[src/hdl/pidc_ram.sv]
// Generic simple dual-port RAM with registered read.
module pidc_ram #(
  parameter int WIDTH = 8,
  parameter int DEPTH = 16,
  localparam int AW = (DEPTH > 1) ? $clog2(DEPTH) : 1
) (
  input  logic             clk_i,
  input  logic             we_i,
  input  logic [AW-1:0]    waddr_i,
  input  logic [WIDTH-1:0] wdata_i,
  input  logic             re_i,
  input  logic [AW-1:0]    raddr_i,
  output logic [WIDTH-1:0] rdata_o
);

  logic [WIDTH-1:0] mem_q [DEPTH];
  logic [WIDTH-1:0] rdata_q;

  always_ff @(posedge clk_i) begin
    if (we_i) begin
      mem_q[waddr_i] <= wdata_i;
    end
    if (re_i) begin
      rdata_q <= mem_q[raddr_i];
    end
  end

  assign rdata_o = rdata_q;

endmodule

[config.mk]
export PLATFORM = sky130hd
export DESIGN_NAME = pidc_ram
export DESIGN_NICKNAME = d
export VERILOG_FILES = /design/src/hdl/pidc_ram.sv
export SDC_FILE = /design/constraint.sdc
export NUM_CORES = 1
export LEC_CHECK = 0
export ABC_CLOCK_PERIOD_IN_PS = 5170
export CAP_MARGIN = 20
export CORE_MARGIN = 3
export CORE_UTILIZATION = 25
export CTS_BUF_LIST = sky130_fd_sc_hd__clkbuf_8
export CTS_CLUSTER_SIZE = 24
export DETAILED_ROUTE_END_ITERATION = 16
export DONT_BUFFER_PORTS = 1
export PLACE_DENSITY = 0.38
export REMOVE_ABC_BUFFERS = 1
export SYNTH_ARGS = -nofsm -noshare
export SYNTH_HDL_FRONTEND = slang
export SYNTH_SLANG_ARGS = --single-unit
export TNS_END_PERCENT = 30
[constraint.sdc]
create_clock -name clk_i -period 5.17 [get_ports clk_i]
set_input_delay 1.034 -clock clk_i [delete_from_list [all_inputs] [get_ports clk_i]]
set_output_delay 1.034 -clock clk_i [all_outputs]
set_load 0.005 [all_outputs]
* Yosys cells after proc, flatten, opt, wreduce, memory -nomap -nowiden
Memory sizes are Yosys's and may differ from the RTL's. A register that Yosys moved wholly into a read port is not among the register bits.
Cells that the tools add are included.
** Word-level totals
- Input port bits :: 19
- Output and inout port bits :: 8
- Bits in writable memories :: 128
- Bits in latches :: 0
- Memories :: 1
- Flip-flop bits (word level) :: 0
- Word-level logic and storage cells :: 3
- Memory bits (read-only) :: 0
** Memories
- mem_q :: words 16, bits a word 8, read ports 1, clocked after Yosys merged registers in 1, write ports 1, RTL line 16 : logic [WIDTH-1:0] mem_q [DEPTH];
** Operators by class
- Multiply operators :: 0
- Bitwise logic cells :: 0
- Equal/unequal tests :: 0
- Multiplexer cells :: 2
- Shifts and indexed selects :: 0
- Add/sub/neg operators :: 0
- Reduce and logical (&&, ||, !) cells :: 0
- Magnitude comparators :: 0
- Divide/modulo/power cells :: 0
** Operator list (count)
- 2-to-1 mux 1 bit :: 2

* Longest topological paths before layout
- Depth after elaboration :: 2
- Depth in mapped cells :: 5
- Depth with buffers taken out :: 3

* Worst setup path before layout
OpenSTA, ideal clock, no wires.
- Kind :: input to register
- From :: input port waddr_i[2]
- To :: memory mem_q[0][0], enable pin
- Cell stages on the path :: 2
- Arrival :: 2144 ps
- Required time :: 4787 ps
- Path buffers :: 0
- Setup time :: 383 ps
- Slack :: 2643 ps
- Cell sequence :: or3b_2 nor3_1
** RTL lines
- start, declared :: RTL line 9 : input logic [AW-1:0] waddr_i,
- end, declared :: RTL line 16
No word-level cell before the write port.

* Worst setup path after layout
- From :: input port waddr_i[2]
- To :: memory mem_q[2][0], enable pin
No word-level cell before the write port.

==> metrics.txt <==
Layout fillers 1,971; status complete, no violations; CP Class in -> reg; post-synthesis simple-gate area fraction 3.14%; required time of the critical path 5.24 ns; Unique masters post-synth 18; leak pwr 1.82 nW; Pre-Repair DR Iteration Count 5; reg2reg start mem_q[5][1]$_DFFE_PP_; initial antenna violation count 0; count of final setup violators 0; vias in the first global route 2,395; Worst-Skew Late Latency 0.45 ns; Maximum Capacitance Violations 0; Crit path largest cell delay 0.62 ns; routed len/inst 21.2 um; Slew HR 41.4%; critical-path cell list or3b_2 > nor2_1; Top delay family on crit path simple AND/OR/NAND/NOR gates; Rows 52; hold path start wdata_i[2]; DR DRC count 0; RR Endpoint rdata_o[1]$_DFFE_PP_; Core Area 20,400 um^2; clock slew at reported path FFs 0.09 ns; area delta synth->final 13.0%; PD cells 371 nW/um^2; dpl hpwl 7080 um; routability cong. 0.708; TritonCTS Buffers 17; Tcrit/Tclk final 40.4%; CTS tree done; FF+latch count, synth 136; most frequent cells in the layout edfxtp_1, mux4_2, clkbuf_8; mux contribution to synthesized area 14.8%; Synth Instances 229; share of cells above drive strength 1 21.2%; Levels on crit path 2; Post-Layout Cell Count 525; RSZ-0062 raised after global routing no; Yosys warnings 0; # diodes 0; Starting Density 25.7%; Total Wirelength 11,100 um; Max Fanout on Critical Path 8; Die H 151 um; Top Ports 27; Slew Limit Fails 0; crit start category input port; Synth Area in Compound Gates 2.30%; placed instance count 493; Reg2Reg Depth 3; Clock Tree Root clkbuf_8; Hold WC Path Type in -> reg; Slew @ Worst Pin 0.876 ns; largest family of logic cells by synthesized area multiplexers; via count 2,229; initial drt markers 232; crit path DAT 2.16 ns; clk sinks 136; Nets 261; VDD IR max 151 uV; remaining global-route overflow 0; Worst Setup End Kind register; vias per cell 4.25; All-Layer GR Usage 10.5%; Max clock buf depth 2; adder-cell share of the synthesized area 0%; CTS HTree Levels 4; maximum number of pins on one net before global-route repair 33; ANT nets after route 0; buffer and inverter count on the worst path 0; Final Skew 0.00926 ns; flop2flop setup slack 3.58 ns; global-route wire length before repair 16,200 um; final setup TNS 0 ns; CP Capture Point mem_q[2][0]$_DFFE_PP_; design area 5910 um^2; slowest cell on the critical path nor2_1; commonest non-fill, non-tap cell in the layout edfxtp_1; achievable clock frequency 0.479 GHz; crit path time final 2.09 ns; cts repair resizes 0; Syn Area/Cell 22.8 um^2; sequential cell area fraction in the yosys report 78.1%; CP Launch Point waddr_i[2]; IO buf count 0; Die W 151 um; post-synthesis xor/xnor area fraction 0%; placed cell areas 5510 um^2; Synth Cell Area 5230 um^2; total die area 22,700 um^2; Post CTS Setup Buffer Count 0; CTS Hold Buffers Added 0; Hold Vio Cnt, Final 0
[state kept, by name, summed over array words and instances, names as in the netlist]
name     count
mem_q      128
rdata_o      8
[area by class of cell]
type / count / area [um^2] / area share, %
Tap cell: 270 / 338 / 5.72
Timing Repair Buffer: 4 / 30.0 / 0.508
Clock inverter: 15 / 165 / 2.80
Multi-Input combinational cell: 83 / 1060 / 17.9
Clock buffer: 17 / 234 / 3.96
Sequential cell: 136 / 4080 / 69.1
[metal layers]
layer,global-route usage [%],up-vias,share of wire [%]
li1,-,1004,-
met1,13.3,1175,45
met2,16.9,43,49
met3,4.09,7,4.7
met4,2.86,0,0.85
met5,0,-,0
[logic make-up (layout without fill, tap and decap cells)]
| group | Yosys count | count (layout) |
|---|---|---|
| muxes | 32 | 32 |
| and+or+nand+nor | 35 | 35 |
| DFF | 136 | 136 |
| buffers and inverters | 10 | 36 |
| AOI/OAI and AO/OA | 16 | 16 |
[through the flow]
stage          worst slack [ns]  util, %  hold WS, ns  power [mW]
3_3_place_gp               2.59     27.1        0.739        1.34
2_1_floorplan              2.64        -        0.705        1.32
5_1_grt                    3.02     29.0        0.630        2.28
3_5_place_dp               2.57     27.1        0.736        1.34
6_report                   3.08     29.0        0.677        2.19
4_1_cts                    3.05     29.0        0.650        2.22
[power breakdown]
part	switching (mW)	leakage [nW]	total, mW	internal, mW
registers	0.00674	1.24	1.25	1.24
logic	0.0327	0.391	0.0681	0.0354
clock network	0.441	0.192	0.878	0.437
[cells in the mapped netlist, drive strengths merged]
cell type / n / share of area [%]
edfxtp: 136 / 78
mux4: 32 / 15
a22oi: 16 / 2.3
nor2: 13 / 0.93
nand2: 9 / 0.65
buf: 7 / 1.1
nor3: 4 / 0.38
clkdlybuf4s25: 3 / 0.57
nand2b: 2 / 0.24
nand3b: 2 / 0.29
and2: 1 / 0.12
and2b: 1 / 0.14
nand3: 1 / 0.096
nor2b: 1 / 0.12
or3b: 1 / 0.17
[worst min path at each step]
stage	to	slack, ns	depth (start not counted)
finish	mem_q[6][2]$_DFFE_PP_	0.68	0
global route	mem_q[6][2]$_DFFE_PP_	0.63	0
CTS	mem_q[15][0]$_DFFE_PP_	0.65	0
detailed placement	rdata_o[6]$_DFFE_PP_	0.74	3
global placement	rdata_o[6]$_DFFE_PP_	0.74	3
floorplan	rdata_o[0]$_DFFE_PP_	0.70	3
Power figures use the tool's default switching activity.
