### config.mk
export PLATFORM = sky130hd
export DESIGN_NAME = pidc_tof
export DESIGN_NICKNAME = d
export VERILOG_FILES = /design/src/hdl/pidc_pkg.sv /design/src/hdl/pidc_tof.sv
export SDC_FILE = /design/constraint.sdc
export NUM_CORES = 2
export LEC_CHECK = 0
export BUFFER_PORTS_ARGS = -buffer_cell sky130_fd_sc_hd__buf_2
export CAP_MARGIN = 15
export CORE_ASPECT_RATIO = 0.9
export CORE_MARGIN = 10
export CORE_UTILIZATION = 30
export CTS_CLUSTER_SIZE = 25
export DETAILED_ROUTE_END_ITERATION = 16
export PLACE_DENSITY = 0.47
export SYNTH_ARGS = -nofsm -noshare
export SYNTH_HDL_FRONTEND = slang
export SYNTH_SLANG_ARGS = --single-unit
### constraint.sdc
create_clock -name clk_i -period 8.8 [get_ports clk_i]
set_input_delay 1.76 -clock clk_i [delete_from_list [all_inputs] [get_ports clk_i]]
set_output_delay 1.76 -clock clk_i [all_outputs]
set_load 0.01 [all_outputs]
### src/hdl/pidc_pkg.sv
// Shared types and constants of the pixel implant/decay correlator.
package pidc_pkg;

  localparam int GRID_DEF       = 40;
  localparam int STAMP_BITS_DEF = 48;

  localparam int FUNC_W    = 2;
  localparam int XY_W      = 6;
  localparam int STAMP_W   = 48;
  localparam int VAL16_W   = 16;
  localparam int WINDOW_W  = 40;
  localparam int COEF_W    = 32;
  localparam int ELAPSED_W = 40;
  localparam int CFG_IDX_W = 2;

  localparam int S_TDATA_W = 96;
  localparam int M_TDATA_W = 120;

  localparam logic [WINDOW_W-1:0] WINDOW_RST = 40'd1000000000;
  localparam logic [COEF_W-1:0]   COEF0_RST  = 32'd0;
  localparam logic [COEF_W-1:0]   COEF1_RST  = 32'd65536;
  localparam logic [COEF_W-1:0]   COEF2_RST  = 32'd0;

  localparam int TOF_STAGES = 4;

  typedef enum logic [FUNC_W-1:0] {
    FUNC_IMPLANT = 2'd0,
    FUNC_DECAY   = 2'd1,
    FUNC_FLUSH   = 2'd2
  } func_e;

  typedef enum logic [CFG_IDX_W-1:0] {
    CFG_WINDOW = 2'd0,
    CFG_COEF0  = 2'd1,
    CFG_COEF1  = 2'd2,
    CFG_COEF2  = 2'd3
  } cfg_idx_e;

  typedef enum logic [2:0] {
    ST_CLEAR,
    ST_IDLE,
    ST_EVAL,
    ST_CALC,
    ST_EMIT
  } state_e;

  localparam logic KIND_DECAY  = 1'b0;
  localparam logic KIND_CLOSED = 1'b1;

endpackage

### src/hdl/pidc_tof.sv
// Pipelined quadratic TOF correction with floor and 32-bit saturation.
module pidc_tof import pidc_pkg::*; (
  input  logic                     clk_i,
  input  logic                     rst_ni,
  input  logic                     start_i,
  input  logic [VAL16_W-1:0]       raw_tof_i,
  input  logic signed [COEF_W-1:0] coef0_i,
  input  logic signed [COEF_W-1:0] coef1_i,
  input  logic signed [COEF_W-1:0] coef2_i,
  output logic                     vld_o,
  output logic signed [COEF_W-1:0] tof_o
);

  localparam logic signed [51:0] SAT_MAX = 52'sd2147483647;
  localparam logic signed [51:0] SAT_MIN = -52'sd2147483648;

  logic [TOF_STAGES-1:0]    vld_q;
  logic [VAL16_W-1:0]       t_q;
  logic [31:0]              sq_q;
  logic signed [48:0]       hi_q, m2_q, m1_q, hi2_q;
  logic signed [50:0]       lo_q;
  logic signed [51:0]       sum_r;
  logic signed [COEF_W-1:0] res_q;

  always_ff @(posedge clk_i or negedge rst_ni) begin
    if (!rst_ni) begin
      vld_q <= '0;
    end else begin
      vld_q <= {vld_q[TOF_STAGES-2:0], start_i};
    end
  end

  assign sum_r = 52'(hi2_q) + 52'(lo_q >>> 16);

  always_ff @(posedge clk_i) begin
    if (start_i) begin
      t_q  <= raw_tof_i;
      sq_q <= raw_tof_i * raw_tof_i;
    end
    if (vld_q[0]) begin
      hi_q <= coef2_i * $signed({1'b0, sq_q[31:16]});
      m2_q <= coef2_i * $signed({1'b0, sq_q[15:0]});
      m1_q <= coef1_i * $signed({1'b0, t_q});
    end
    if (vld_q[1]) begin
      hi2_q <= hi_q;
      lo_q  <= 51'(m2_q) + 51'(m1_q) + 51'(coef0_i);
    end
    if (vld_q[2]) begin
      if (sum_r > SAT_MAX) begin
        res_q <= SAT_MAX[COEF_W-1:0];
      end else if (sum_r < SAT_MIN) begin
        res_q <= SAT_MIN[COEF_W-1:0];
      end else begin
        res_q <= sum_r[COEF_W-1:0];
      end
    end
  end

  assign vld_o = vld_q[TOF_STAGES-1];
  assign tof_o = res_q;

endmodule

Word-level counts from Yosys, hierarchy flattened
Cells that the tools add are included.
{"block": "classes", "addsub": 3, "multipliers": 4, "order_cmp": 2, "n_mux": 1}
{"operator": "$mul 32x17->49", "count": 3}
{"operator": "$add 50x32->51", "count": 1}
{"operator": "$add 49x35->50", "count": 1}
{"operator": "$add 49x49->50", "count": 1}
{"operator": "$gt 50x32->1 const B", "count": 1}
{"operator": "$lt 50x32->1 const B", "count": 1}
{"operator": "$mul 16x16->32", "count": 1}
{"operator": "$mux 32", "count": 1}
{"block": "word_totals", "register_bits": 331, "input_bits": 115, "output_inout_bits": 33, "wordCells": 19}

Logic depth before layout (Yosys ltp)
{"block": "logic_depth", "word_depth": 3, "depth_mapped": 28, "mapped_depth_nobuf": 27}

Worst setup path before layout
No wires, ideal clock.
{"block": "synth_timing", "kind": "input -> register", "start": "input port coef2_i[31]", "end": "register m2_q[48], data pin", "setup_time_ps": 260, "arrival_ps": 7776, "t_required_ps": 8540, "setup_slack_ps": 764, "cell_stages": 25, "path_buffers": 2, "cell_sequence": "clkbuf_1 > clkbuf_1 > nand2_1 > fa_1 > fa_1 > inv_1 > fa_1 > fa_1 > fa_1 > inv_1 > fa_1 > inv_1 > ha_1 > a21o_1 > a21o_1 > a21oi_1 > nor2b_1 > o21ai_0 > nand2b_1 > a21oi_1 > nand2_1 > or3_1 > a31o_2 > a21oi_1 > xnor2_1"}
{"block": "synth_via", "elab_chain_len": 1}
{"element": "start, declared", "line_no": "pidc_tof.sv:9", "source": "input logic signed [COEF_W-1:0] coef2_i,"}
{"element": "$mul 32x17->49", "line_no": "pidc_tof.sv:42", "source": "m2_q <= coef2_i * $signed({1'b0, sq_q[15:0]});"}
{"element": "end signal, assigned", "line_no": "pidc_tof.sv:42"}
{"element": "end, declared", "line_no": "pidc_tof.sv:20", "source": "logic signed [48:0] hi_q, m2_q, m1_q, hi2_q;"}
Every way passes these cells.
A chain may end at the register's enable or synchronous reset.

Final worst setup path
{"block": "layout_timing", "start": "input port coef2_i[10]", "end": "register hi_q[41], data pin"}
{"block": "layout_via", "elab_chain_len": 1}
{"element": "$mul 32x17->49", "line_no": "pidc_tof.sv:41", "source": "hi_q <= coef2_i * $signed({1'b0, sq_q[31:16]});"}
{"element": "end signal, assigned", "line_no": "pidc_tof.sv:41"}
{"element": "end, declared", "line_no": "pidc_tof.sv:20"}
Every way passes these cells.

==> results.sh <==
export IMPL_antenna_found_initial=40
export IMPL_cts_buffers_inserted=40
export IMPL_final_max_slew_violation_count=0
export IMPL_ys_seq_elements=313
export IMPL_dieHeight_um=495.3
export IMPL_yosysTopAreaCellShare_pct=43.79
export IMPL_post_cts_buffers=0
export IMPL_synth_edf_count=309
export IMPL_grt_usage_pct=15.81
export IMPL_netlist_area_um2=75290
export IMPL_synth_top_cells_by_area="fa_1 44%, edfxtp_1 12%, inv_1 9.7%, ha_1 9.5%, and2_1 6.4%"
export IMPL_status="complete, no violations"
export IMPL_yosysWarnings=0
export IMPL_drv_cap=0
export IMPL_dr_first_iter_drc_count=2566
export IMPL_min_from="hi_q[9]"
export IMPL_wl_per_cell_um=18.75
export IMPL_clock_fmax_mhz=122.8
export IMPL_async_reset_ff_share_pct=1.278
export IMPL_synth_top_area_cell="fa_1"
export IMPL_synth_cells=7910
export IMPL_cts_resized_gates=0
export IMPL_hp_class="reg -> reg"
export IMPL_gp_congestion=0.8514
export IMPL_via_per_inst=4.564
export IMPL_dr_pass1_iters=6
export IMPL_grt_busiest_layer="met2"
export IMPL_grt_pass1_vias=57260
export IMPL_tightest_slew_ns=1.197
export IMPL_clk_pin_slew_ns=0.06
export IMPL_nets=10310
export IMPL_path_max_fanout=16
export IMPL_skew_ns=0.03417
export IMPL_vias=51880
export IMPL_syn_area_per_cell_um2=9.519
export IMPL_arrival_ns=8.49
export IMPL_required_ns=9.14
export IMPL_fillCellCount=25870
export IMPL_overflow=0
export IMPL_die_w_um=548.1
export IMPL_met1_usage_pct=23.01
export IMPL_fin_crit_sh_pct=92.52
export IMPL_drive_gt1_share_pct=5.719
export IMPL_maxSlewHeadroom_pct=20.23
export IMPL_clock_path_buffers=3
export IMPL_ant_nets=0
export IMPL_syn2layout_area_growth_pct=8.915
export IMPL_layout_commonest_cell="inv_1"
export IMPL_layout_min_cycle_time_ns=8.141
export IMPL_hold_viol=0
export IMPL_clock_latency_ns=0.62
export IMPL_grt_util_met3_pct=1.665
export IMPL_ios=148
export IMPL_portBuffers=147
export IMPL_setup_worst_path_start="coef2_i[10]"
export IMPL_grt_pass1_wl_um=338400
export IMPL_num_rows=174
export IMPL_numClockSinks=313
export IMPL_drcViolationCount=0
export IMPL_cp_start_kind="primary input"
export IMPL_rsz0062_at_grt="no"
export IMPL_grt_max_degree=72
export IMPL_hold_buffers=0
export IMPL_clockRootBuffer="clkbuf_16"
export IMPL_cts_tree="yes"
export IMPL_routed_wl_um=213200
export IMPL_ys_flop_type="edfxtp_1"
export IMPL_place_area_um2=80600
export IMPL_coreArea_um2=249700
export IMPL_setup_viol=0
export IMPL_hpwl_um=181400
export IMPL_htreeDepth=2
export IMPL_initial_core_util_pct=30.15
export IMPL_dieArea_um2=271400
export IMPL_layout_common_cells="1,946 x inv_1, 1,647 x fa_1, 974 x nand2_1"
export IMPL_synth_seq_area_share_pct=12.46
export IMPL_synth_cell_types=75
export IMPL_end_kind="flip-flop"
export IMPL_crit_type="in -> reg"
export IMPL_design_area_um2=82010
export IMPL_worstReg2RegStart="t_q[4]"
export IMPL_met2_usage_pct=25.74
cells by family after synthesis:
| family | after synthesis | share of synthesized area (%) |
|---|---|---|
| buffers and inverters | 2277 | 11.40 |
| adder cells (fa/ha/maj) | 2220 | 53.31 |
| AND/OR/NAND/NOR | 2154 | 14.07 |
| AO/OA/AOI/OAI | 687 | 5.755 |
| flip-flops | 313 | 12.46 |
| XOR/XNOR | 254 | 2.955 |
| multiplexers | 3 | 0.04154 |
| other | 2 | 0.009974 |
routing by layer:
metal | share of wire, % | vias to the layer above
li1 | - | 23690
met1 | 48 | 26850
met2 | 46 | 1078
met3 | 4.3 | 246
met4 | 1.8 | 6
met5 | 0.022 | -
worst paths after layout:
kind                       slack, ns        to  cells after the start
setup / recovery                0.66  hi_q[41]                     25
hold / removal                  0.41  hi2_q[9]                      0
setup reg to reg                1.05  m1_q[48]                     24
hold reg to reg                 0.41  hi2_q[9]                      0
max in group asynchronous       7.51  vld_q[0]                      1
min in group asynchronous       1.00  vld_q[2]                      1
layout make-up:
type,count,area [um^2],area share (%)
clock inverters,30,329.1,0.4013
well taps,3344,4184,5.102
flip-flops and latches,313,9387,11.45
diodes,14,35.03,0.04272
multi-input cells,5321,57340,69.92
clock buffers,43,1012,1.234
inverters,1946,7305,8.907
repair buffers,356,2412,2.942
per-stage QoR:
step	utilization [%]	setup slack, ns	TNS, ns	hold WS (ns)	cells
after floorplan	-	0.7643	0	0.4003	7911
after global placement	32.28	0.04283	0	0.4062	11280
after detailed placement	32.28	-0.05060	-0.05060	0.4045	11280
after CTS	32.82	0.6075	0	0.4092	11350
after global routing	32.84	0.2701	0	0.4177	11360
final	32.84	0.6586	0	0.4090	11370
flip-flops by register name, summed over array words and instances, names as in the netlist:
name   count
hi2_q     49
tof_o     32
lo_q      35
vld_q      4
t_q       16
m1_q      49
hi_q      49
sq_q      30
m2_q      49
cells in the mapped netlist, types with 37 or more instances:
cell type,number
nor2_1,152
a21oi_1,227
o21ai_1,37
nand2_1,974
o21ai_0,116
clkbuf_1,322
ha_1,573
nand3_1,54
fa_1,1647
xnor2_1,178
edfxtp_1,309
a21o_1,108
inv_1,1946
and2_1,768
xor2_1,76
nor2b_1,43
critical path: stages:
cell and delay [ns]:
buf_2 0.37, buf_4 0.28, buf_4 0.14, nand2_1 0.06, fa_1 0.53, inv_1 0.05, fa_1 0.51, fa_1 0.58
fa_1 0.43, fa_1 0.49, inv_1 0.05, fa_1 0.47, inv_1 0.04, ha_1 0.36, nand3_1 0.14, nor2_1 0.19
a21boi_0 0.34, nor2_1 0.12, o2111ai_1 0.28, a31oi_1 0.20, o31ai_1 0.34, nor2_1 0.11, o31a_1 0.32, o21ai_0 0.19
xor2_1 0.10
Power is left out: the tool's default activity adds up to more than one toggle a clock period on the data nets, which glitch-free logic cannot reach.
